File: src/design/matrix_multiply_engine_assert.svh
// ============================================================================
// Assertion macros for the matrix multiply engine
// Concurrent assertion wrappers. Define NO_ASSERTIONS to compile them away.
// ============================================================================
`ifndef MATRIX_MULTIPLY_ENGINE_ASSERT_SVH
`define MATRIX_MULTIPLY_ENGINE_ASSERT_SVH

`ifndef NO_ASSERTIONS
// Same-cycle implication, checked outside reset.
`define ASSERT_IMPLIES(label, clk, rstn, ante, cons, msg) \
    label: assert property (@(posedge clk) disable iff (!rstn) (ante) |-> (cons)) \
        else $error(msg);
// Next-cycle implication, checked outside reset.
`define ASSERT_NEXT(label, clk, rstn, ante, cons, msg) \
    label: assert property (@(posedge clk) disable iff (!rstn) (ante) |=> (cons)) \
        else $error(msg);
`else
`define ASSERT_IMPLIES(label, clk, rstn, ante, cons, msg)
`define ASSERT_NEXT(label, clk, rstn, ante, cons, msg)
`endif

`endif

File: src/design/mme_pkg.sv
// ============================================================================
// Matrix multiply engine package
// Shared widths, register indexes and the controller-to-datapath command.
// ============================================================================
package mme_pkg;

    localparam int DIM_W     = 4;   // width of a dimension register
    localparam int IDX_W     = 3;   // width of a row or column index
    localparam int CFG_IDX_W = 2;   // width of the register index
    localparam int FRAC_BITS = 16;  // fractional bits of the Q16.16 format

    localparam logic [CFG_IDX_W-1:0] REG_A_ROWS = 2'd0;
    localparam logic [CFG_IDX_W-1:0] REG_A_COLS = 2'd1;
    localparam logic [CFG_IDX_W-1:0] REG_B_ROWS = 2'd2;
    localparam logic [CFG_IDX_W-1:0] REG_B_COLS = 2'd3;

    // Command from the controller to the datapath for one cycle.
    typedef struct packed {
        logic wr_a;       // write the input element into the A store
        logic wr_b;       // write the input element into the B store
        logic rd_en;      // read one A and one B operand
        logic first;      // operand pair starts a new dot product
        logic last;       // operand pair ends the dot product
        logic load_zero;  // load a zero product for the error beat
    } dp_cmd_t;

endpackage

File: src/design/mme_ctrl.sv
// ============================================================================
// Matrix multiply engine controller
// Configuration registers, load counter and the result sequencer.
// ============================================================================
`include "matrix_multiply_engine_assert.svh"

module mme_ctrl
    import mme_pkg::*;
#(
    parameter int MAX_DIM = 8
)
(
    input  logic                 clk,
    input  logic                 rst_n,
    input  logic                 in_valid,
    output logic                 in_stall,
    input  logic                 cfg_valid,
    output logic                 cfg_ready,
    input  logic [CFG_IDX_W-1:0] cfg_index,
    input  logic [DIM_W-1:0]     cfg_data,
    output logic                 out_valid,
    input  logic                 out_stall,
    output logic [IDX_W-1:0]     out_row,
    output logic [IDX_W-1:0]     out_col,
    output logic                 last,
    output logic                 dim_error,
    output dp_cmd_t              cmd,
    output logic [((MAX_DIM*MAX_DIM > 1) ? $clog2(MAX_DIM*MAX_DIM) : 1)-1:0] wr_addr,
    output logic [((MAX_DIM*MAX_DIM > 1) ? $clog2(MAX_DIM*MAX_DIM) : 1)-1:0] rd_a_addr,
    output logic [((MAX_DIM*MAX_DIM > 1) ? $clog2(MAX_DIM*MAX_DIM) : 1)-1:0] rd_b_addr,
    input  logic                 sum_done
);

    localparam int DEPTH = MAX_DIM * MAX_DIM;
    localparam int AW    = (DEPTH > 1) ? $clog2(DEPTH) : 1;
    localparam int CNT_W = $clog2(2 * DEPTH + 1);

    typedef enum logic [2:0] {
        ST_LOAD,
        ST_WAIT,
        ST_ISSUE,
        ST_DRAIN,
        ST_ERR
    } state_t;

    state_t           state_reg;
    logic [DIM_W-1:0] a_rows_reg, a_cols_reg, b_rows_reg, b_cols_reg;
    logic [CNT_W-1:0] load_cnt_reg;
    logic [IDX_W-1:0] i_reg, j_reg, k_reg;
    logic [AW-1:0]    row_base_reg, a_addr_reg, b_addr_reg;
    logic             out_valid_reg, out_last_reg, dim_err_reg;
    logic [IDX_W-1:0] out_row_reg, out_col_reg;

    logic [DIM_W-1:0] ar, ac, br, bc;
    logic [CNT_W-1:0] a_size, total, cnt_inc, b_off;
    logic             in_take, cfg_take, in_a, slot_free, load_out;
    logic             row_last, col_last, k_last;
    logic [IDX_W-1:0] i_next, j_next;
    logic [AW-1:0]    base_next;

    // Out-of-range dimensions: zero acts as one, anything above the maximum
    // acts as the maximum.
    function automatic logic [DIM_W-1:0] clamp_dim(input logic [DIM_W-1:0] v);
        if (v == '0)
        begin
            return DIM_W'(1);
        end
        else if (int'(v) > MAX_DIM)
        begin
            return DIM_W'(MAX_DIM);
        end
        return v;
    endfunction

    assign ar = clamp_dim(a_rows_reg);
    assign ac = clamp_dim(a_cols_reg);
    assign br = clamp_dim(b_rows_reg);
    assign bc = clamp_dim(b_cols_reg);

    assign a_size  = CNT_W'(ar) * CNT_W'(ac);
    assign total   = a_size + CNT_W'(br) * CNT_W'(bc);
    assign cnt_inc = load_cnt_reg + CNT_W'(1);
    assign b_off   = load_cnt_reg - a_size;
    assign in_a    = load_cnt_reg < a_size;

    assign cfg_ready = (state_reg == ST_LOAD);
    assign in_stall  = (state_reg != ST_LOAD) || cfg_valid;
    assign in_take   = in_valid && !in_stall;
    assign cfg_take  = cfg_valid && cfg_ready;
    assign slot_free = !out_valid_reg || !out_stall;

    assign row_last = (i_reg == IDX_W'(ar - DIM_W'(1)));
    assign col_last = (j_reg == IDX_W'(bc - DIM_W'(1)));
    assign k_last   = (k_reg == IDX_W'(ac - DIM_W'(1)));

    assign i_next    = col_last ? i_reg + IDX_W'(1) : i_reg;
    assign j_next    = col_last ? '0 : j_reg + IDX_W'(1);
    assign base_next = col_last ? row_base_reg + AW'(ac) : row_base_reg;

    assign load_out = ((state_reg == ST_DRAIN) && sum_done)
                   || ((state_reg == ST_ERR) && slot_free);

    always_comb
    begin
        cmd.wr_a      = in_take && in_a;
        cmd.wr_b      = in_take && !in_a;
        cmd.rd_en     = (state_reg == ST_ISSUE);
        cmd.first     = (k_reg == '0);
        cmd.last      = k_last;
        cmd.load_zero = (state_reg == ST_ERR) && slot_free;
    end

    assign wr_addr   = in_a ? load_cnt_reg[AW-1:0] : b_off[AW-1:0];
    assign rd_a_addr = a_addr_reg;
    assign rd_b_addr = b_addr_reg;

    always_ff @(posedge clk or negedge rst_n)
    begin
        if (!rst_n)
        begin
            state_reg     <= ST_LOAD;
            a_rows_reg    <= DIM_W'(1);
            a_cols_reg    <= DIM_W'(1);
            b_rows_reg    <= DIM_W'(1);
            b_cols_reg    <= DIM_W'(1);
            load_cnt_reg  <= '0;
            i_reg         <= '0;
            j_reg         <= '0;
            k_reg         <= '0;
            row_base_reg  <= '0;
            a_addr_reg    <= '0;
            b_addr_reg    <= '0;
            out_valid_reg <= 1'b0;
            out_row_reg   <= '0;
            out_col_reg   <= '0;
            out_last_reg  <= 1'b0;
            dim_err_reg   <= 1'b0;
        end
        else
        begin
            unique case (state_reg)
                ST_LOAD:
                begin
                    if (cfg_take)
                    begin
                        unique case (cfg_index)
                            REG_A_ROWS: a_rows_reg <= cfg_data;
                            REG_A_COLS: a_cols_reg <= cfg_data;
                            REG_B_ROWS: b_rows_reg <= cfg_data;
                            REG_B_COLS: b_cols_reg <= cfg_data;
                        endcase
                        load_cnt_reg <= '0;
                    end
                    else if (in_take)
                    begin
                        if (cnt_inc == total)
                        begin
                            load_cnt_reg <= '0;
                            i_reg        <= '0;
                            j_reg        <= '0;
                            k_reg        <= '0;
                            row_base_reg <= '0;
                            a_addr_reg   <= '0;
                            b_addr_reg   <= '0;
                            state_reg    <= (ac != br) ? ST_ERR : ST_WAIT;
                        end
                        else
                        begin
                            load_cnt_reg <= cnt_inc;
                        end
                    end
                end
                ST_WAIT:
                begin
                    if (slot_free)
                    begin
                        state_reg <= ST_ISSUE;
                    end
                end
                ST_ISSUE:
                begin
                    if (k_last)
                    begin
                        state_reg <= ST_DRAIN;
                    end
                    else
                    begin
                        k_reg      <= k_reg + IDX_W'(1);
                        a_addr_reg <= a_addr_reg + AW'(1);
                        b_addr_reg <= b_addr_reg + AW'(bc);
                    end
                end
                ST_DRAIN:
                begin
                    if (sum_done)
                    begin
                        out_row_reg  <= i_reg;
                        out_col_reg  <= j_reg;
                        out_last_reg <= row_last && col_last;
                        dim_err_reg  <= 1'b0;
                        if (row_last && col_last)
                        begin
                            state_reg <= ST_LOAD;
                        end
                        else
                        begin
                            i_reg        <= i_next;
                            j_reg        <= j_next;
                            k_reg        <= '0;
                            row_base_reg <= base_next;
                            a_addr_reg   <= base_next;
                            b_addr_reg   <= AW'(j_next);
                            state_reg    <= ST_WAIT;
                        end
                    end
                end
                ST_ERR:
                begin
                    if (slot_free)
                    begin
                        out_row_reg  <= '0;
                        out_col_reg  <= '0;
                        out_last_reg <= 1'b1;
                        dim_err_reg  <= 1'b1;
                        state_reg    <= ST_LOAD;
                    end
                end
                default:
                begin
                    state_reg <= ST_LOAD;
                end
            endcase

            if (load_out)
            begin
                out_valid_reg <= 1'b1;
            end
            else if (out_valid_reg && !out_stall)
            begin
                out_valid_reg <= 1'b0;
            end
        end
    end

    assign out_valid = out_valid_reg;
    assign out_row   = out_row_reg;
    assign out_col   = out_col_reg;
    assign last      = out_last_reg;
    assign dim_error = dim_err_reg;

    `ASSERT_IMPLIES(a_done_in_drain, clk, rst_n, sum_done, state_reg == ST_DRAIN, "sum done outside drain")
    `ASSERT_IMPLIES(a_issue_slot_empty, clk, rst_n, state_reg == ST_ISSUE, !out_valid_reg, "issue with result pending")
    `ASSERT_IMPLIES(a_cnt_idle, clk, rst_n, state_reg != ST_LOAD, load_cnt_reg == '0, "load count not cleared")
    `ASSERT_IMPLIES(a_err_mismatch, clk, rst_n, state_reg == ST_ERR, ac != br, "error without mismatch")
    `ASSERT_NEXT(a_err_beat, clk, rst_n, (state_reg == ST_ERR) && slot_free, out_valid_reg && dim_err_reg && out_last_reg, "error beat not shown")

endmodule
File: config.mk
export PLATFORM = sky130hd
export DESIGN_NAME = mme_ctrl
export DESIGN_NICKNAME = d
export VERILOG_FILES = /design/src/design/mme_pkg.sv /design/src/design/mme_ctrl.sv
export VERILOG_INCLUDE_DIRS = /design/src /design/src/design
export SDC_FILE = /design/constraint.sdc
export NUM_CORES = 1
export LEC_CHECK = 0
export ABC_AREA = 1
export BUFFER_PORTS_ARGS = -buffer_cell sky130_fd_sc_hd__buf_2
export CORE_MARGIN = 2
export CORE_UTILIZATION = 61
export DETAILED_ROUTE_END_ITERATION = 6
export PLACE_DENSITY = 0.91
export SYNTH_ARGS = -nofsm -noshare
export SYNTH_HDL_FRONTEND = slang
export SYNTH_SLANG_ARGS = --single-unit
File: constraint.sdc
create_clock -name clk -period 5.6 [get_ports clk]
set_input_delay 1.12 -clock clk [delete_from_list [all_inputs] [get_ports clk]]
set_output_delay 1.12 -clock clk [all_outputs]
set_load 0.005 [all_outputs]
---- Word-level counts from Yosys, hierarchy flattened ----
Cells that the tools add are included.
cells by class
  eq/ne operators ......................... 22
  reductions and logical operators ........ 38
  $mul .................................... 2
  $add $sub $neg .......................... 12
  muxes and demuxes ....................... 73
  magnitude comparators ................... 5
operators by type and width
  kind                 count
  $mux 3               22
  $mux 6               11
  $mux 4               12
  $pmux 6 s3           2
  $mux 8               3
  $pmux 3 s2           4
  $reduce_and 7->1     3
  $gt 4x4->1 const B   4
  $logic_not 4->1      4
  $mul 4x4->8          2
  $pmux 3 s5           1
  $reduce_and 3->1     5
  $mux 1               14
  $ne 2x2->1 const B   7
  $add 6x4->6          2
  $pmux 6 s2           1
  $add 3x1->3 const B  3
  $eq 3x3->1           3
  $pmux 3 s3           1
  $sub 3x1->3 const B  3
  $add 8x1->8 const B  1
  $add 8x8->8          1
  $eq 8x8->1           1
  $logic_and 1x1->1    8
  other kinds (19)     34
storage, ports and cells
  output and inout port bits .............. 35
  word-level logic and storage cells ...... 169
  bits of input ports ..................... 12
  flip-flop bits (word level) ............. 63

---- Logic depth before layout (Yosys ltp) ----
  word-level depth ........................ 11
  gate-level depth with buffers ........... 31
  gate-level depth less buffers ........... 30

---- Worst setup path after synthesis ----
OpenSTA, ideal clock, no wires.
  path kind ............................... register to output
  from .................................... register a_cols_reg[2]
  to ...................................... output port wr_addr[5] (netlist name)
  data arrival time ....................... 3.743 ns
  data required time ...................... 4.480 ns
  buffers on the path ..................... 0
  stages on the path, launching flop included .. 21
  slack ................................... 0.737 ns
  path through ............................ dfrtp_1 > inv_2 > nand2_1 > o21ai_0 > nand2_1 > nor2_1 > fa_1 > fa_1 > ha_1 > nand2_1 > inv_1 > nand2_1 > nand3_1 > xor2_1 > inv_1 > ha_1 > a21oi_1 > o21a_1 > nand2_1 > inv_1 > o21ai_0
between the ends
  longest elaborated chain between the ends .. 7
  elaborated cells between the ends (all ways) .. 10
  classes of those cells .................. 1 x add/sub; 1 x mul; 2 x order compare; 5 x mux; 1 x reduce/logical
ends and longest elaborated chain
  what                                              RTL line                        text
  start: declaration                                mme_ctrl.sv:47                  logic [DIM_W-1:0] a_rows_reg, a_cols_reg, b_rows_reg, b_cols_reg;
  start signal: assignment                          mme_ctrl.sv:148                 REG_A_COLS: a_cols_reg <= cfg_data;
  $gt 4x4->1                                        mme_ctrl.sv:68                  else if (int'(v) > MAX_DIM)
  $mux 1                                            mme_ctrl.sv:68
  $mux 1                                            mme_ctrl.sv:64                  if (v == '0)
  $mux 4 *                                          mme_ctrl.sv:72                  return v;
  $mul 4x4->8 *                                     mme_ctrl.sv:80                  assign a_size = CNT_W'(ar) * CNT_W'(ac);
  $lt 8x8->1 / $sub 6x6->6 (equally long branches)  mme_ctrl.sv:84, mme_ctrl.sv:83
  $mux 6 *                                          mme_ctrl.sv:113                 assign wr_addr = in_a ? load_cnt_reg[AW-1:0] : b_off[AW-1:0];
  end: declaration                                  mme_ctrl.sv:28                  output logic [((MAX_DIM*MAX_DIM > 1) ? $clog2(MAX_DIM*MAX_DIM) : 1)-1:0] wr_addr,
Every way passes the cells marked *; elsewhere a longest branch is shown, timed or not.

---- Worst setup path in the final report ----
Ends and elaborated chain as after synthesis.

==> run metrics <==
Final Cell Area=6050 um2; Root Driver=clkbuf_8; number of synthesized flops with an enable pin=0; count leader, synth=nand2_1; ys async rst share=100%; met1 Use GR=36.1%; worst min path class=register to register; dominant synthesized flop cell=dfrtp_1; first-pass GRT wire length=22700 um; Worst path most repeated cell=nand2_1; initial antenna violation count=0; synthesized netlist cell count=755; top cells by area, synth=dfrtp_1, nand2_1, ha_1; max_slew headroom=45.7%; routed wire length=13700 um; Ys Warns=0; Via Count=5207; die area=9730 um2; final setup fails=0; Layout Cells excl Fill=921; share of the synthesized area in the top cell type=27.0%; DRC violations left=0; largest net degree at the start of global routing=64; port buffer count=46; Startpoint Class=register; crit path time final=5380 ps; sequential cell area=1580 um2; clk slew on worst S/H paths=70 ps; violation count after the first detailed-routing iteration=318; Worst Path Required=4480 ps; Setup Crit Path Kind=register to output pin; Via-to-Cell Ratio=5.65; Setup Skew=11.2 ps; final period utilization=96.1%; CTS H-tree lvls=3; Arr. time, crit path=4260 ps; Pre-antenna DRT Iters=6; CTS sink cnt=63; grt total ovfl=0; max reg flops=8; Syn Nets=835; ANT nets after route=0; Max Freq=186 MHz; gr usage total=28.7%; fin. max-slew vios=0; DPL Wire Length=10300 um; share of cells above drive strength 1=12.8%; CTS tree=done; GP Congestion=0.941; status=finished clean; Synth Area per Inst=7.24 um2; met2 Track Usage GR=49.4%; Nets=888; dpl cells=903; Slew @ Worst Pin=815 ps; final core utilization=69.4%; worst-skew pair later-pin latency=350 ps; power per cell area=626 nW/um2; #FFs+latches synth=63; Global Route met3 Usage=4.26%; layout filler cell count=677; Max clock buf depth=2; Crit. End Element=output pin; Initial Util=62.7%; core area=8720 um2; Commonest cells post-synth=nand2_1, inv_1, nor2_1, dfrtp_1, nand3_1; Peak VDD IR=0.510 mV; worst hold slack=503 ps; CTS Buf Count=9; multi-input logic area=3430 um2; number of global-route vias before repair=5014; DR WL/cell=14.8 um; total of max-cap violations=0; Area Growth Syn to Fin=10.8%; sequential area share after synthesis=28.9%; final hold vios=0; Critical Path Slowest Stage Cell=fa_1; crit-path cells=inv_2 > nand2_1 > o21ai_0 > nand2_1 > buf_4 > nor2_1 > fa_1 > ha_1 > ha_4 > nand2_1 > inv_1 > nand2_1 > nand3_1 > xor2_2 > inv_1 > ha_4 > a21oi_1 > o21a_1 > nand2_4 > inv_2 > o21ai_1 > buf_2; CP peak stage delay=450 ps; Die W=98.7 um; worst-path maximum fanout=10; grt peak-use layer=met2; std cell rows=34; LEAKAGE=0.00338 uW; n_diodes=0; Synth Cell Area=5470 um2; Chip Height=98.7 um; IO Pins=47; post-synthesis cell type count=36; Synth area leader=dfrtp_1; Placed Area=5780 um2
through the flow:
| stage | power [uW] | TNS [ps] | setup slack (ps) |
|---|---|---|---|
| after floorplan | 2600 | 0 | 737 |
| after global placement | 3110 | 0 | 395 |
| after detailed placement | 3220 | 0 | 239 |
| after CTS | 3690 | 0 | 61.0 |
| after global routing | 4190 | -12.1 | -6.82 |
| final | 3790 | 0 | 217 |
cells by family after synthesis:
kind of cell	share of synthesized area [%]
compound gates	7.88
mux	0.618
flops	28.9
simple gates	30.7
xor+xnor	4.97
fa+ha+maj	17.8
buf+inv	9.13
cell usage in the layout (no fill, tap or decap), types with 2 or more instances in the layout:
master     netlist  layout
a21oi_1         20      20
a31oi_1          2       2
buf_2            3      46
buf_4            1       5
bufinv_16        0       2
clkbuf_1         1       2
clkbuf_8         0       9
clkinv_2         0       3
dfrtp_1         59      59
dfstp_2          4       4
fa_1            16      15
ha_1            52      50
ha_4             0       2
inv_1          107     105
inv_2            6       7
mux2_2           3       3
nand2_1        208     206
nand2_2          4       5
nand2_4          3       4
nand3_1         54      54
nand3_2          2       2
nand3b_1         6       6
nand4_1         23      23
nor2_1          72      71
nor2_2           5       6
nor3_1           7       7
o21a_1           2       2
o21ai_0         43      42
o21ai_1          6       7
o22ai_1          4       4
xnor2_1         10      10
xor2_1          21      20
metal layers:
layer  vias to the layer above  share of wire (%)
li1                       2531                  -
met1                      2411                 40
met2                       227                 50
met3                        38                7.4
met4                         0                2.8
met5                         -                  0
power by group:
part | switching (uW) | internal (uW) | total [uW]
Clock | 183 | 249 | 432
Sequential | 116 | 576 | 692
Combinational | 1690 | 974 | 2670
layout make-up:
cell class	instances	area share, %
Multi-Input combinational cell	569	56.7
Sequential cell	63	26.1
Inverter	114	7.11
Timing Repair Buffer	51	4.42
Tap cell	108	2.23
Clock buffer	11	2.17
Clock inverter	5	1.24
repair_timing:
item | in CTS | in global routing
gates cloned | 0 | 0
endpoints found under the setup margin | 2 | 36
hold buffers | 0 | 0
pin swaps | 0 | 3
setup buffers | 1 | 1
gates resized for setup | 2 | 10
critical path, delay by kind of cell, from the launching register on:
kind / cells / cell delay, ps
AND/OR/NAND/NOR: 7 / 670
adder cells (fa/ha/maj): 4 / 1420
buffers and inverters: 6 / 650
XOR/XNOR: 1 / 190
AO/OA/AOI/OAI: 4 / 590
flip-flops: 1 / 400
path summary, 6_finish.rpt:
kind	depth (start not counted)	slack, ps	endpoint	startpoint
max	22	220	wr_addr[5]	a_cols_reg[2]
min	2	500	out_row[2]	out_row[2]
max reg2reg	28	390	row_base_reg[2]	a_cols_reg[2]
min reg2reg	2	500	out_row[2]	out_row[2]
max in group asynchronous	2	4120	load_cnt_reg[0]	rst_n
min in group asynchronous	2	930	rd_a_addr[4]	rst_n
(Power assumes the default switching activity.)
